==> config.mk <==
export PLATFORM = sky130hd
export DESIGN_NAME = midi_clock_tempo_follower
export DESIGN_NICKNAME = d
export VERILOG_FILES = /design/src/sv/mctf_pkg.sv /design/src/sv/mctf_div.sv /design/src/sv/mctf_dp.sv /design/src/sv/mctf_ctrl.sv /design/src/sv/midi_clock_tempo_follower.sv
export SDC_FILE = /design/constraint.sdc
export NUM_CORES = 1
export LEC_CHECK = 0
export BUFFER_PORTS_ARGS = -buffer_cell sky130_fd_sc_hd__buf_2
export CAP_MARGIN = 10
export CORE_MARGIN = 5
export CORE_UTILIZATION = 40
export DETAILED_ROUTE_END_ITERATION = 8
export PLACE_DENSITY_LB_ADDON = 0.3
export SETUP_SLACK_MARGIN = 0.2
export SYNTH_ARGS = -nofsm -noshare
export SYNTH_HDL_FRONTEND = slang
export SYNTH_HIERARCHICAL = 1
export SYNTH_SLANG_ARGS = --single-unit
==> constraint.sdc <==
create_clock -name clk -period 8.6 [get_ports clk]
set_input_delay 1.72 -clock clk [delete_from_list [all_inputs] [get_ports clk]]
set_output_delay 1.72 -clock clk [all_outputs]
set_load 0.05 [all_outputs]
==> src/sv/mctf_pkg.sv <==
`timescale 1ns / 1ps
// shared types and constants of the midi clock tempo follower
// no dependencies

package mctf_pkg;

  localparam int WIN_DEPTH   = 8;
  localparam int TPQ         = 960;
  localparam int WIN_AW      = (WIN_DEPTH > 1) ? $clog2(WIN_DEPTH) : 1;
  localparam int FILL_W      = $clog2(WIN_DEPTH + 1);
  localparam int GAP_W       = 32;
  localparam int TICK_W      = 48;
  localparam int TEMPO_W     = 20;
  localparam int POS_W       = 7;
  localparam int VALUE_W     = 24;
  localparam int SUM_W       = GAP_W + WIN_AW;
  localparam int TEMPO_SCALE = TPQ / 24;
  localparam int LOC_SCALE   = TPQ / 4;
  localparam int PROD_W      = TEMPO_W + $clog2(TEMPO_SCALE + 1);
  localparam int DIV_W       = (SUM_W > PROD_W) ? SUM_W : PROD_W;
  localparam int CNT_W       = $clog2(DIV_W + 1);
  localparam int TEMPO_LIMIT = 500000;

  typedef enum logic [2:0] {
    EV_CLOCK    = 3'd0,
    EV_START    = 3'd1,
    EV_CONTINUE = 3'd2,
    EV_STOP     = 3'd3,
    EV_SONG_POS = 3'd4
  } event_kind_t;

  typedef enum logic [1:0] {
    CMD_TEMPO  = 2'd0,
    CMD_LOCATE = 2'd1,
    CMD_PLAY   = 2'd2,
    CMD_STOP   = 2'd3
  } command_t;

  typedef struct packed {
    logic accept;
    logic start_avg;
    logic start_bpm;
    logic load_tempo;
    logic load_play;
    logic out_load;
  } dp_cmd_t;

  typedef struct packed {
    logic [2:0]        kind;
    logic              clock_unseen;
    logic              gap_zero;
    logic              div_done;
    logic              div_busy;
    logic              bpm_ok;
    logic              pend_last;
    logic              slot_free;
    logic [FILL_W-1:0] fill;
  } dp_status_t;

endpackage

==> src/sv/mctf_div.sv <==
`timescale 1ns / 1ps
// restoring divider, one quotient bit per cycle
// depends on mctf_pkg

module mctf_div import mctf_pkg::*; (
  input  logic             clk,
  input  logic             rst_n,
  input  logic             start,
  input  logic [DIV_W-1:0] dividend,
  input  logic [GAP_W-1:0] divisor,
  output logic             busy,
  output logic             done,
  output logic [DIV_W-1:0] quotient
);

  logic             busy_r, busy_nxt;
  logic             done_r, done_nxt;
  logic [CNT_W-1:0] cnt_r, cnt_nxt;
  logic [GAP_W-1:0] rem_r, rem_nxt;
  logic [DIV_W-1:0] quo_r, quo_nxt;
  logic [GAP_W-1:0] dvs_r, dvs_nxt;
  logic [GAP_W:0]   rem_sh;
  logic [GAP_W:0]   diff;
  logic             ge;

  assign rem_sh = {rem_r, quo_r[DIV_W-1]};
  assign diff   = rem_sh - {1'b0, dvs_r};
  assign ge     = (rem_sh >= {1'b0, dvs_r});

  always_comb begin
    busy_nxt = busy_r;
    done_nxt = 1'b0;
    cnt_nxt  = cnt_r;
    rem_nxt  = rem_r;
    quo_nxt  = quo_r;
    dvs_nxt  = dvs_r;
    if (start) begin
      busy_nxt = 1'b1;
      cnt_nxt  = CNT_W'(DIV_W);
      rem_nxt  = '0;
      quo_nxt  = dividend;
      dvs_nxt  = divisor;
    end else if (busy_r) begin
      rem_nxt = ge ? diff[GAP_W-1:0] : rem_sh[GAP_W-1:0];
      quo_nxt = {quo_r[DIV_W-2:0], ge};
      cnt_nxt = cnt_r - 1'b1;
      if (cnt_r == CNT_W'(1)) begin
        busy_nxt = 1'b0;
        done_nxt = 1'b1;
      end
    end
  end

  always_ff @(posedge clk) begin
    if (!rst_n) begin
      busy_r <= 1'b0;
      done_r <= 1'b0;
      cnt_r  <= '0;
    end else begin
      busy_r <= busy_nxt;
      done_r <= done_nxt;
      cnt_r  <= cnt_nxt;
    end
    rem_r <= rem_nxt;
    quo_r <= quo_nxt;
    dvs_r <= dvs_nxt;
  end

  assign busy     = busy_r;
  assign done     = done_r;
  assign quotient = quo_r;

endmodule

==> src/sv/mctf_dp.sv <==
`timescale 1ns / 1ps
// datapath: clock gap window, running sum, divider, pending and output registers
// depends on mctf_pkg and mctf_div

module mctf_dp import mctf_pkg::*; (
  input  logic               clk,
  input  logic               rst_n,
  input  dp_cmd_t            cmd,
  output dp_status_t         status,
  input  logic [2:0]         in_kind,
  input  logic [TICK_W-1:0]  in_tick,
  input  logic [POS_W-1:0]   in_pos_low,
  input  logic [POS_W-1:0]   in_pos_high,
  input  logic [TEMPO_W-1:0] in_tempo,
  output logic               out_valid,
  input  logic               out_ready,
  output logic [1:0]         out_command,
  output logic [VALUE_W-1:0] out_value,
  output logic               out_last
);

  logic               seen_r, seen_nxt;
  logic [TICK_W-1:0]  prev_r, prev_nxt;
  logic [GAP_W-1:0]   win_r [WIN_DEPTH];
  logic [WIN_AW-1:0]  idx_r, idx_nxt;
  logic [FILL_W-1:0]  fill_r, fill_nxt;
  logic [SUM_W-1:0]   sum_r, sum_nxt;
  logic [TEMPO_W-1:0] tempo_r, tempo_nxt;
  logic [1:0]         pcmd_r, pcmd_nxt;
  logic [VALUE_W-1:0] pval_r, pval_nxt;
  logic               plast_r, plast_nxt;
  logic               ovalid_r, ovalid_nxt;
  logic [1:0]         ocmd_r;
  logic [VALUE_W-1:0] oval_r;
  logic               olast_r;
  logic               win_we;

  logic [TICK_W-1:0]  tick_diff;
  logic [GAP_W-1:0]   gap;
  logic [SUM_W-1:0]   old_entry;
  logic [2*POS_W-1:0] pos;
  logic [DIV_W-1:0]   div_dividend;
  logic [GAP_W-1:0]   div_divisor;
  logic               div_busy, div_done;
  logic [DIV_W-1:0]   quo;
  logic               slot_free;

  assign tick_diff = in_tick - prev_r;
  assign gap       = tick_diff[GAP_W-1:0];
  assign old_entry = (fill_r == FILL_W'(WIN_DEPTH)) ? SUM_W'(win_r[idx_r]) : '0;
  assign pos       = {in_pos_high, in_pos_low};
  assign slot_free = !ovalid_r || out_ready;

  always_comb begin
    seen_nxt  = seen_r;
    prev_nxt  = prev_r;
    idx_nxt   = idx_r;
    fill_nxt  = fill_r;
    sum_nxt   = sum_r;
    tempo_nxt = tempo_r;
    pcmd_nxt  = pcmd_r;
    pval_nxt  = pval_r;
    plast_nxt = plast_r;
    win_we    = 1'b0;
    if (cmd.accept) begin
      tempo_nxt = in_tempo;
      unique case (in_kind)
        EV_CLOCK: begin
          seen_nxt = 1'b1;
          prev_nxt = in_tick;
          if (seen_r && (gap != '0)) begin
            win_we  = 1'b1;
            idx_nxt = (idx_r == WIN_AW'(WIN_DEPTH - 1)) ? '0 : idx_r + 1'b1;
            if (fill_r != FILL_W'(WIN_DEPTH)) fill_nxt = fill_r + 1'b1;
            sum_nxt = sum_r + SUM_W'(gap) - old_entry;
          end
        end
        EV_START: begin
          seen_nxt  = 1'b0;
          idx_nxt   = '0;
          fill_nxt  = '0;
          sum_nxt   = '0;
          pcmd_nxt  = CMD_LOCATE;
          pval_nxt  = '0;
          plast_nxt = 1'b0;
        end
        EV_CONTINUE: begin
          pcmd_nxt  = CMD_PLAY;
          pval_nxt  = '0;
          plast_nxt = 1'b1;
        end
        EV_STOP: begin
          pcmd_nxt  = CMD_STOP;
          pval_nxt  = '0;
          plast_nxt = 1'b1;
        end
        EV_SONG_POS: begin
          pcmd_nxt  = CMD_LOCATE;
          pval_nxt  = VALUE_W'(pos * LOC_SCALE);
          plast_nxt = 1'b1;
        end
        default: begin
        end
      endcase
    end
    if (cmd.load_play) begin
      pcmd_nxt  = CMD_PLAY;
      pval_nxt  = '0;
      plast_nxt = 1'b1;
    end
    if (cmd.load_tempo) begin
      pcmd_nxt  = CMD_TEMPO;
      pval_nxt  = quo[VALUE_W-1:0];
      plast_nxt = 1'b1;
    end
  end

  // second division reuses the average as divisor, latched inside the divider
  always_comb begin
    if (cmd.start_bpm) begin
      div_dividend = DIV_W'(tempo_r * TEMPO_SCALE);
      div_divisor  = quo[GAP_W-1:0];
    end else begin
      div_dividend = DIV_W'(sum_r);
      div_divisor  = GAP_W'(fill_r);
    end
  end

  mctf_div u_div (
    .clk      (clk),
    .rst_n    (rst_n),
    .start    (cmd.start_avg || cmd.start_bpm),
    .dividend (div_dividend),
    .divisor  (div_divisor),
    .busy     (div_busy),
    .done     (div_done),
    .quotient (quo)
  );

  always_comb begin
    ovalid_nxt = ovalid_r;
    if (out_ready) ovalid_nxt = 1'b0;
    if (cmd.out_load) ovalid_nxt = 1'b1;
  end

  always_ff @(posedge clk) begin
    if (!rst_n) begin
      seen_r   <= 1'b0;
      prev_r   <= '0;
      idx_r    <= '0;
      fill_r   <= '0;
      sum_r    <= '0;
      ovalid_r <= 1'b0;
    end else begin
      seen_r   <= seen_nxt;
      prev_r   <= prev_nxt;
      idx_r    <= idx_nxt;
      fill_r   <= fill_nxt;
      sum_r    <= sum_nxt;
      ovalid_r <= ovalid_nxt;
    end
    tempo_r <= tempo_nxt;
    pcmd_r  <= pcmd_nxt;
    pval_r  <= pval_nxt;
    plast_r <= plast_nxt;
    if (win_we) win_r[idx_r] <= gap;
    if (cmd.out_load) begin
      ocmd_r  <= pcmd_r;
      oval_r  <= pval_r;
      olast_r <= plast_r;
    end
  end

  always_comb begin
    status.kind         = in_kind;
    status.clock_unseen = !seen_r;
    status.gap_zero     = (gap == '0);
    status.div_done     = div_done;
    status.div_busy     = div_busy;
    status.bpm_ok       = (quo != '0) && (quo < DIV_W'(TEMPO_LIMIT));
    status.pend_last    = plast_r;
    status.slot_free    = slot_free;
    status.fill         = fill_r;
  end

  assign out_valid   = ovalid_r;
  assign out_command = ocmd_r;
  assign out_value   = oval_r;
  assign out_last    = olast_r;

endmodule

==> src/sv/mctf_ctrl.sv <==
`timescale 1ns / 1ps
// controller: sequences event handling, the two divisions and result emission
// depends on mctf_pkg

module mctf_ctrl import mctf_pkg::*; (
  input  logic       clk,
  input  logic       rst_n,
  input  logic       in_valid,
  output logic       in_ready,
  input  dp_status_t status,
  output dp_cmd_t    cmd
);

  typedef enum logic [2:0] {
    S_IDLE, S_AVG_ST, S_AVG, S_BPM_ST, S_BPM, S_EMIT, S_PLAY
  } state_t;

  state_t state_r, state_nxt;

  assign in_ready = (state_r == S_IDLE);

  always_comb begin
    cmd       = '0;
    state_nxt = state_r;
    unique case (state_r)
      S_IDLE: begin
        if (in_valid) begin
          cmd.accept = 1'b1;
          unique case (status.kind)
            EV_CLOCK: begin
              if (!status.clock_unseen && !status.gap_zero) state_nxt = S_AVG_ST;
            end
            EV_START, EV_CONTINUE, EV_STOP, EV_SONG_POS: state_nxt = S_EMIT;
            default: state_nxt = S_IDLE;
          endcase
        end
      end
      S_AVG_ST: begin
        cmd.start_avg = 1'b1;
        state_nxt     = S_AVG;
      end
      S_AVG: begin
        if (status.div_done) state_nxt = S_BPM_ST;
      end
      S_BPM_ST: begin
        cmd.start_bpm = 1'b1;
        state_nxt     = S_BPM;
      end
      S_BPM: begin
        if (status.div_done) begin
          if (status.bpm_ok) begin
            cmd.load_tempo = 1'b1;
            state_nxt      = S_EMIT;
          end else begin
            state_nxt = S_IDLE;
          end
        end
      end
      S_EMIT: begin
        if (status.slot_free) begin
          cmd.out_load = 1'b1;
          state_nxt    = status.pend_last ? S_IDLE : S_PLAY;
        end
      end
      S_PLAY: begin
        cmd.load_play = 1'b1;
        state_nxt     = S_EMIT;
      end
      default: state_nxt = S_IDLE;
    endcase
  end

  always_ff @(posedge clk) begin
    if (!rst_n) begin
      state_r <= S_IDLE;
    end else begin
      state_r <= state_nxt;
    end
  end

endmodule

==> src/sv/midi_clock_tempo_follower.sv <==
`timescale 1ns / 1ps
// midi beat clock follower: turns real-time events into tempo and transport commands
// path: stop, continue, song position and start go through the pending register to the output register
//   once the output slot is free; a clock that yields a tempo first runs both divisions, then takes the same path
// throughput: one event at a time; the shared serial divider runs twice per tempo update
// reset: rst_n synchronous active low clears transport state; the gap window is unset until written

module midi_clock_tempo_follower import mctf_pkg::*; (
  input  logic        clk,
  input  logic        rst_n,
  input  logic        in_tvalid,
  output logic        in_tready,
  input  logic [87:0] in_tdata,  // now_tick[47:0], position_low[54:48],
                                 // position_high[61:55], current_tempo_milli[81:62], zero fill
  input  logic [2:0]  in_tuser,  // event_kind[2:0]
  output logic        out_tvalid,
  input  logic        out_tready,
  output logic [23:0] out_tdata, // value[23:0]
  output logic [1:0]  out_tuser, // command[1:0]
  output logic        out_tlast  // last result caused by the input transaction
);

  dp_cmd_t    cmd;
  dp_status_t status;

  mctf_ctrl u_ctrl (
    .clk      (clk),
    .rst_n    (rst_n),
    .in_valid (in_tvalid),
    .in_ready (in_tready),
    .status   (status),
    .cmd      (cmd)
  );

  // datapath holds the window, the running gap sum and the output register
  mctf_dp u_dp (
    .clk         (clk),
    .rst_n       (rst_n),
    .cmd         (cmd),
    .status      (status),
    .in_kind     (in_tuser),
    .in_tick     (in_tdata[47:0]),
    .in_pos_low  (in_tdata[54:48]),
    .in_pos_high (in_tdata[61:55]),
    .in_tempo    (in_tdata[81:62]),
    .out_valid   (out_tvalid),
    .out_ready   (out_tready),
    .out_command (out_tuser),
    .out_value   (out_tdata),
    .out_last    (out_tlast)
  );

  // window fill never passes the depth
  a_fill_bound: assert property (@(posedge clk) disable iff (!rst_n)
    status.fill <= FILL_W'(WIN_DEPTH))
    else $error("window fill beyond depth");

  // a tempo command always carries an in-range tempo
  a_tempo_range: assert property (@(posedge clk) disable iff (!rst_n)
    (out_tvalid && out_tuser == CMD_TEMPO) |->
      (out_tdata != '0 && out_tdata < VALUE_W'(TEMPO_LIMIT)))
    else $error("tempo out of range");

  // a non-final locate comes only from start and points at zero
  a_start_locate: assert property (@(posedge clk) disable iff (!rst_n)
    (out_tvalid && !out_tlast) |-> (out_tuser == CMD_LOCATE && out_tdata == '0))
    else $error("bad first result of start");

  // no event is taken while the divider is working
  a_idle_div: assert property (@(posedge clk) disable iff (!rst_n)
    in_tready |-> !status.div_busy)
    else $error("input ready while dividing");

endmodule
; Word-level counts from Yosys, hierarchy flattened
; Memory sizes are Yosys's and may differ from the RTL's. A register that Yosys moved wholly into a read port is not among the register bits.
; Cells that the tools add are included.
[word_totals]
mem_bits_rw = 256
register_bits = 260
out_inout_bits = 29
n_memories = 1
[op_classes]
n_eq_ne = 21
multipliers = 2
addsub = 7
n_lt_le_gt_ge = 2
n_reduce_logical = 37
mux = 57
n_bitwise = 2
[mem_list]
columns = name, words, width, read_ports, rd_clocked_by_memory_dff, write_ports, line_no
row1 = u_dp.win_r, 8, 32, 1, 1, 1, mctf_dp.sv:24  ; logic [GAP_W-1:0] win_r [WIN_DEPTH];
[ops]
columns = op, n
row1 = 35-bit two-way mux, 4
row2 = 24-bit two-way mux, 3
row3 = 35-bit case mux with 2 select lines, 1
row4 = 32-bit two-way mux, 2
row5 = 32-bit subtractor, 2
row6 = 24-bit case mux with 2 select lines, 1
row7 = 35-bit by 32-bit adder with 35-bit output, 1
row8 = 35-bit by 19-bit < comparator with 1-bit output (second input constant), 1
row9 = 35-bit nonzero test, 1
row10 = 35-bit subtractor, 1
row11 = 33-bit by 32-bit >= comparator with 1-bit output, 1
row12 = 3-bit two-way mux, 11
row13 = 32-bit zero test, 1
row14 = 32-bit nonzero test, 1
row15 = 20-bit by 3-bit multiplier with 23-bit output (second input constant), 1
row16 = 1-bit two-way mux, 21
row17 = 3-bit case mux with 7 select lines, 1
row18 = 14-bit by 4-bit multiplier with 18-bit output (second input constant), 1
row19 = 3-bit equality test (second input constant), 5
row20 = 3-bit by 2-bit equality test with 1-bit output (second input constant), 4
row21 = 4-bit two-way mux, 3
row22 = 6-bit two-way mux, 2
row23 = 3-bit case mux with 2 select lines, 2
row24 = 2-bit AND reduction, 6
row25 = 28 further kinds, 51

; Longest topological paths before layout
; Gate-level depths: netlist of the first run.
[depth]
word_depth = 8
mapped_depth = 24
depth_no_buf = 23

; Hierarchy
; The synthesis of the first run kept the hierarchy.
[modules_own_cells]
columns = mod, area_per_inst_um2, n_inst, cells_each
row1 = mctf_dp, 22859.4, 1, 1950
row2 = mctf_div, 6057.1, 1, 612
row3 = mctf_ctrl, 369.1, 1, 43

; Least setup slack after synthesis of the first run
; Ideal clock, no wire load.
[synth_timing]
path_kind = in2reg
start = input in_tdata[0]
end = memory u_dp.win_r[2][0], enable pin
setup_time_ns = 0.513
path_slack_ns = 0.380
path_stages = 15
required_ns = 8.087
t_arrival_ns = 7.707
n_path_buf = 1
cell_sequence = inv_1 -> ha_1 -> inv_1 -> fa_1 -> a21oi_1 -> o221ai_1 -> a211o_1 -> a2111oi_4 -> o21a_1 -> nor3_1 -> and4_1 -> nand4_2 -> nand3_1 -> buf_2 -> nor4b_1
[synth_between]
elab_chain_cells = 8
[synth_rtl]
columns = item, line_no
row1 = "start, declared", midi_clock_tempo_follower.sv:13  ; input logic [87:0] in_tdata,
row2 = 32-bit subtractor, mctf_dp.sv:48  ; assign tick_diff = in_tick - prev_r;
row3 = 32-bit nonzero test, mctf_dp.sv:71  ; if (seen_r && (gap != '0)) begin
row4 = 1-bit logical AND, mctf_dp.sv:71
row5 = 1-bit two-way mux, mctf_dp.sv:71
row6 = 1-bit two-way mux, mctf_dp.sv:67  ; unique case (in_kind)
row7 = 1-bit two-way mux, mctf_dp.sv:65  ; if (cmd.accept) begin
row8 = 1-bit two-way mux, mctf_dp.sv:166  ; if (win_we) win_r[idx_r] <= gap;
row9 = 1-bit two-way mux (implied by the code), mctf_dp.sv:166
row10 = "end, declared", mctf_dp.sv:24
; No other way between the ends.

; Worst setup path after layout of the first run
[layout_timing]
start = input in_tdata[0]
end = register u_dp.sum_r[33]
[layout_between]
elab_chain_cells = 5
elab_cells_between_ends = 9
classes_between = 3 x add/sub / 1 x eq/ne / 2 x mux / 3 x reduce/logical
[layout_rtl]
columns = item, line_no
row1 = 32-bit subtractor (*), mctf_dp.sv:48
row2 = 35-bit by 32-bit adder with 35-bit output or 32-bit nonzero test (tied branches), "mctf_dp.sv:75, mctf_dp.sv:71"
row3 = 35-bit subtractor or 1-bit logical AND (tied branches), "mctf_dp.sv:75, mctf_dp.sv:71"
row4 = 35-bit two-way mux or 2-bit by 1-bit != test with 1-bit output (tied branches), -
row5 = 35-bit case mux with 2 select lines or 3-bit AND reduction (tied branches), -
row6 = "end signal, assigned", mctf_dp.sv:159  ; sum_r <= sum_nxt;
row7 = "end, declared", mctf_dp.sv:27  ; logic [SUM_W-1:0] sum_r, sum_nxt;
; Mark *: on every way between the ends. The rest lies on a longest branch, timed or not. The select of a mux whose other input is x is not followed.
; A chain may end at the register's enable or synchronous reset.

==> metrics.csv, run 1 <==
metric,value,unit
critical_path.endpoint_type,flop,
largest_net_degree_at_the_start_of_global_routing,90,
cp_top_family,compound AO/OA/AOI/OAI gates,
core_area,0.0728,mm2
route.detailed.vias_per_inst,5.49,
cpPeakStageDelay,460,ps
multi_input_gate_area_in_the_final_layout,0.0136,mm2
worst-path-buf-inv,5,
track_usage,18.4,%
source_to_sink_clock_delay_at_the_later_pin_of_the_worst_skew_pair,630,ps
dp_hpwl,53000,um
post_cts_clock_slew_at_the_launch_and_capture_registers_of_the_worst_setup_and_hold_paths,60,ps
clock-sinks,519,
netlist_area,0.0293,mm2
leakagePower,12.2,nW
gr-total-overflow,0,
post-cts-setup-buffers,0,
hold_path_class,flop to flop,
ys.warnings.count,6,
timing_max_transition_violations_final,0,
num_io_pins,124,
layout.filler_cells,6788,
height_of_the_die,281,um
p_per_area,270,mW/mm2
vias,20278,
synth.net_count,2920,
worst-slew-pin-transition,1170,ps
worst_slew_margin_rel,21.9,%
tns,0,ps
comb_power_share,35.2,%
floorplan.initialDensity,40.2,%
dr.pass1.iters,7,
power_switching,3.18,mW
placementRows,99,
cts-root-to-sink-buffers,3,
register_area,0.0143,mm2
clk_root_buffer_cell,sky130_fd_sc_hd__clkbuf_16,
setup_violation_total_in_the_final_timing_report,0,
cts_hold_buf,0,
worst_setup_path_start_kind,primary input,
first_pass_grt_wire_length,115000,um
number_of_gates_given_a_new_drive_strength_after_cts,0,
cp_data_required_time,9090,ps
critical_path_arrival,7520,ps
grt_pass1_vias,20291,
io_buffers,101,
seqPwrFrac,37.8,%
dpl_worst_slack,1010,ps
place_congestion,0.895,
swShare,35.9,%
drt_iter0_drc,1545,
area_growth,11.7,%
finalHoldViolations,0,
internal_power,5.66,mW
critical-path-top-cell-by-count,sky130_fd_sc_hd__inv_1,
power.clock.fraction,27.0,%
post_synth_inst_count,2604,
critical_path_class,primary input to flop,
total_wire_length_after_detailed_routing,74500,um
postRouteAntennaNets,0,
maxCapViolCount,0,
numCtsBuffers,55,
status,"finished, final reports clean",
n_antenna_cell,0,
average_cell_area_after_synthesis,11.2,um2
final_critical_path_setup_slack,1580,ps
post_drt_wl_per_cell,20.2,um
die_w,281,um
htree_num_levels,2,
crit_path_top_delay_cell,sky130_fd_sc_hd__or3b_2,
final.min_clock_period,7020,ps
antenna_found_initial,1,
post-route-period-util,81.6,%
final_layout_size_suffix_gt1_share,14.0,%
tritoncts,done,
floorplan.die_area,0.0787,mm2
critical_path.max_fanout,6,
timing.fmax,142,MHz
rsz_0062_raised_after_global_routing,false,
drcViolationCount,0,
vdd.ir_drop.worst,0.226,mV
layout.nets,3003,
clock_skew,47.2,ps
power groups by stage:
stage	logic [mW]	clock network (mW)	registers [mW]
finish	3.11	2.39	3.34
detailed placement	3.07	0	3.40
global placement	3.00	0	3.38
CTS	3.09	2.45	3.34
floorplan	2.38	0	3.28
global route	3.47	2.56	3.37
per-stage QoR:
stage               area [um2]  cells  total power [mW]  util, %  hold slack [ps]
CTS                      32700   3692              8.88     44.9              421
detailed placement       30800   3588              6.46     42.4              407
finish                   32700   3693              8.84     44.9              417
global route             32700   3693              9.40     44.9              432
floorplan                29300   2604              5.66        -              400
global placement         30800   3588              6.39     42.4              401
placed cells by master (no fill, tap or decap), types with 20 or more instances in the layout:
cell and instances:
sky130_fd_sc_hd__mux2_2 38, sky130_fd_sc_hd__nor3_1 28, sky130_fd_sc_hd__xor2_1 50, sky130_fd_sc_hd__ha_1 161, sky130_fd_sc_hd__a211oi_1 20, sky130_fd_sc_hd__a311oi_1 23, sky130_fd_sc_hd__mux2i_1 43, sky130_fd_sc_hd__buf_4 41
sky130_fd_sc_hd__a21oi_1 159, sky130_fd_sc_hd__nand3_1 71, sky130_fd_sc_hd__mux4_2 65, sky130_fd_sc_hd__a21o_1 55, sky130_fd_sc_hd__and2_1 42, sky130_fd_sc_hd__clkbuf_16 55, sky130_fd_sc_hd__dfxtp_1 121, sky130_fd_sc_hd__o21ai_0 96
sky130_fd_sc_hd__inv_1 240, sky130_fd_sc_hd__nand4_1 27, sky130_fd_sc_hd__o31ai_1 36, sky130_fd_sc_hd__xnor2_1 56, sky130_fd_sc_hd__fa_1 60, sky130_fd_sc_hd__nor2_1 158, sky130_fd_sc_hd__edfxtp_1 394, sky130_fd_sc_hd__buf_2 101
sky130_fd_sc_hd__nor2b_1 26, sky130_fd_sc_hd__nand2_1 240
state kept, by name, indices dropped and copies added (netlist names), 3 cells and up, named ones only:
| name | cells |
|---|---|
| u_dp/u_div/dvs_r | 32 |
| u_dp/tempo_r | 20 |
| u_dp/fill_r | 4 |
| u_dp/u_div/rem_r | 32 |
| u_dp/win_r | 256 |
| u_dp/sum_r | 35 |
| u_dp/u_div/cnt_r | 6 |
| u_dp/out_value | 24 |
| u_dp/idx_r | 3 |
| u_dp/prev_r | 32 |
| u_dp/pval_r | 24 |
| u_ctrl/state_r | 3 |
| u_dp/u_div/quotient | 35 |
per-layer routing:
metal / track usage (%) / share of wire [%] / vias to the layer above
li1: - / - / 9639
met1: 24.0 / 43 / 10058
met2: 32.9 / 51 / 476
met3: 2.07 / 4.0 / 103
met4: 4.91 / 2.6 / 2
met5: 0 / 0.016 / -
final cells by class:
cell class,count,area share (%)
clock buffers,60,4.29
clock inverters,44,1.33
inverters,242,2.78
multi-input cells,1726,41.5
flip-flops and latches,519,43.8
well taps,959,3.67
repair buffers,143,2.57
final timing paths:
check             cells past startpoint  slack, ps                 end            start
setup / recovery                     25       1580      u_dp/sum_r[33]      in_tdata[0]
hold / removal                        0        420  u_dp/out_value[22]  u_dp/pval_r[22]
hold reg to reg                       0        420  u_dp/out_value[22]  u_dp/pval_r[22]
setup reg to reg                     22       2430      u_dp/sum_r[34]   u_dp/prev_r[4]
No activity file was read; power rests on OpenSTA's default activity.
==> run 2, diff against run 1 <==
==> constraint.sdc (replaced) <==
create_clock -name clk -period 6.7 [get_ports clk]
set_input_delay 1.34 -clock clk [delete_from_list [all_inputs] [get_ports clk]]
set_output_delay 1.34 -clock clk [all_outputs]
set_load 0.05 [all_outputs]
==> metrics.csv, run 2 (same netlist as run 1, synthesis figures left out) <==
metric,value,unit
status,"finished, final reports clean",
post_cts_clock_slew_at_the_launch_and_capture_registers_of_the_worst_setup_and_hold_paths,60,ps
critical_path.endpoint_type,flop,
power,11.6,mW
track_usage,18.7,%
htree_num_levels,2,
p_per_area,347,mW/mm2
final_cell_mix,"sky130_fd_sc_hd__edfxtp_1, sky130_fd_sc_hd__inv_1, sky130_fd_sc_hd__nand2_1",
timing.fmax,160,MHz
worst_slew_margin_rel,21.9,%
critical_path.reg2reg.startpoint,u_dp/prev_r[6],
cp_top_family,compound AO/OA/AOI/OAI gates,
area_growth,14.5,%
critical_path.max_fanout,4,
placementRows,99,
timing_max_transition_violations_final,0,
gr-total-overflow,0,
die_w,281,um
final.min_clock_period,6250,ps
clock_skew,22.6,ps
route.detailed.vias_per_inst,5.45,
post-route-period-util,93.2,%
worst-path-buf-inv,6,
num_io_pins,124,
layout.nets,3080,
final_cell_count_no_fill,3769,
io_buffers,101,
critical-path-top-cell-by-count,sky130_fd_sc_hd__buf_4,
place_congestion,0.898,
cpPeakStageDelay,520,ps
leakagePower,12.6,nW
worst-slew-pin-transition,1170,ps
worst_setup_path_start_kind,primary input,
setup_violation_total_in_the_final_timing_report,0,
floorplan.initialDensity,40.2,%
placed_cells,3667,
final_common_cell,sky130_fd_sc_hd__edfxtp_1,
finalHoldViolations,0,
final_layout_size_suffix_gt1_share,16.7,%
endpoint,u_dp/sum_r[33],
number_of_flip_flops_in_the_largest_register,256,
source_to_sink_clock_delay_at_the_later_pin_of_the_worst_skew_pair,620,ps
grt_pass1_vias,20591,
fin_worst_hold_slack,417,ps
clk_root_buffer_cell,sky130_fd_sc_hd__clkbuf_16,
cp_data_required_time,7180,ps
antenna_found_initial,1,
layout.filler_cells,6748,
largest_net_degree_at_the_start_of_global_routing,90,
finish.utilization,46.0,%
maxCapViolCount,0,
core_area,0.0728,mm2
cts-root-to-sink-buffers,3,
postPlaceCellArea,0.0316,mm2
hold_path_class,flop to flop,
numCtsBuffers,54,
n_antenna_cell,0,
total_wire_length_after_detailed_routing,75400,um
crit_path_cell_count,24,
dp_hpwl,54000,um
vias,20543,
postRouteAntennaNets,0,
area_of_all_placed_cells_without_fillers,0.0335,mm2
critical_path_class,primary input to flop,
crit_path_top_delay_cell,sky130_fd_sc_hd__fa_1,
cp-startpoint,in_tdata[6],
rsz_0062_raised_after_global_routing,false,
floorplan.die_area,0.0787,mm2
worst-r2r-setup-slack,930,ps
tritoncts,done,
dr.pass1.iters,5,
ff2ff_path_depth,24,
first_pass_grt_wire_length,116000,um
height_of_the_die,281,um
vdd.ir_drop.worst,0.277,mV
timing.critical_path.cells,buf_2 -> ha_1 -> nand4_1 -> a21oi_1 -> o41ai_2 -> buf_4 -> a21o_1 -> buf_4 -> a211oi_2 -> buf_4 -> inv_1 -> fa_1 -> inv_1 -> ha_1 -> a21o_1 -> a2111oi_1 -> o41ai_1 -> or3b_2 -> o221ai_1 -> o2111ai_2 -> a21oi_1 -> xor2_1 -> a2bb2oi_1 -> nor2_1,
drt_iter0_drc,1549,
worstReg2RegEnd,u_dp/sum_r[33],
clock-sinks,519,
critical_path_arrival,6730,ps
post_drt_wl_per_cell,20.0,um
largest-register,u_dp/win_r,
drcViolationCount,0,
[run 2: cell count changes in the layout (fill, tap and decap cells not counted), moves of 3 or more]
| cell | delta |
|---|---|
| sky130_fd_sc_hd__buf_4 | +71 |
| sky130_fd_sc_hd__clkinv_4 | +3 |
| sky130_fd_sc_hd__clkbuf_8 | +3 |
| sky130_fd_sc_hd__buf_12 | +8 |
| sky130_fd_sc_hd__clkinv_2 | -4 |
| sky130_fd_sc_hd__inv_6 | -4 |
| sky130_fd_sc_hd__clkinvlp_4 | +4 |
| sky130_fd_sc_hd__clkinv_1 | -10 |
| sky130_fd_sc_hd__clkbuf_1 | +4 |
| sky130_fd_sc_hd__bufinv_16 | +4 |
[run 2: worst min path at each step]
stage                                     to  cells past startpoint       startpoint
after CTS                 u_dp/out_value[14]                      0  u_dp/pval_r[14]
after global placement    u_dp/out_value[19]                      0  u_dp/pval_r[19]
after floorplan            u_dp/out_value[0]                      0   u_dp/pval_r[0]
after global routing       u_dp/out_value[3]                      0   u_dp/pval_r[3]
after detailed placement  u_dp/out_value[14]                      0  u_dp/pval_r[14]
final                     u_dp/out_value[14]                      0  u_dp/pval_r[14]
[run 2: power breakdown]
part	switching, mW	internal (mW)
Combinational	2.46	1.69
Clock	1.31	1.89
Sequential	0.325	3.96
[run 2: final cells by class]
cell class | count | area, um2 | area share, %
sequential | 519 | 14300 | 42.8
multi-input combinational | 1726 | 13600 | 40.7
timing repair buffer | 221 | 1510 | 4.49
tap | 959 | 1200 | 3.58
clock inverter | 36 | 485 | 1.45
inverter | 242 | 908 | 2.71
clock buffer | 66 | 1440 | 4.29
[run 2: through the flow]
| step | setup TNS [ps] | setup slack (ps) |
|---|---|---|
| floorplan | -1580 | -32.9 |
| global placement | -511 | -263 |
| detailed placement | -916 | -406 |
| CTS | 0 | 245 |
| global route | 0 | 192 |
| finish | 0 | 454 |
[run 2: routing by layer]
layer / vias to the layer above / GRT usage, % / part of all wire (%)
met5: - / 0 / 0.0093
met4: 2 / 6.49 / 3.6
met3: 138 / 2.33 / 4.6
met2: 486 / 32.6 / 50
met1: 10125 / 24.0 / 42
li1: 9792 / - / -
[run 2: timing repair]
item | 4_1_cts | 5_1_grt
endpoints found under the hold margin | 0 | 0
setup buffers | 0 | 0
hold buffers | 0 | 0
setup endpoints to repair | 0 | 2
gates resized for setup | 0 | 5
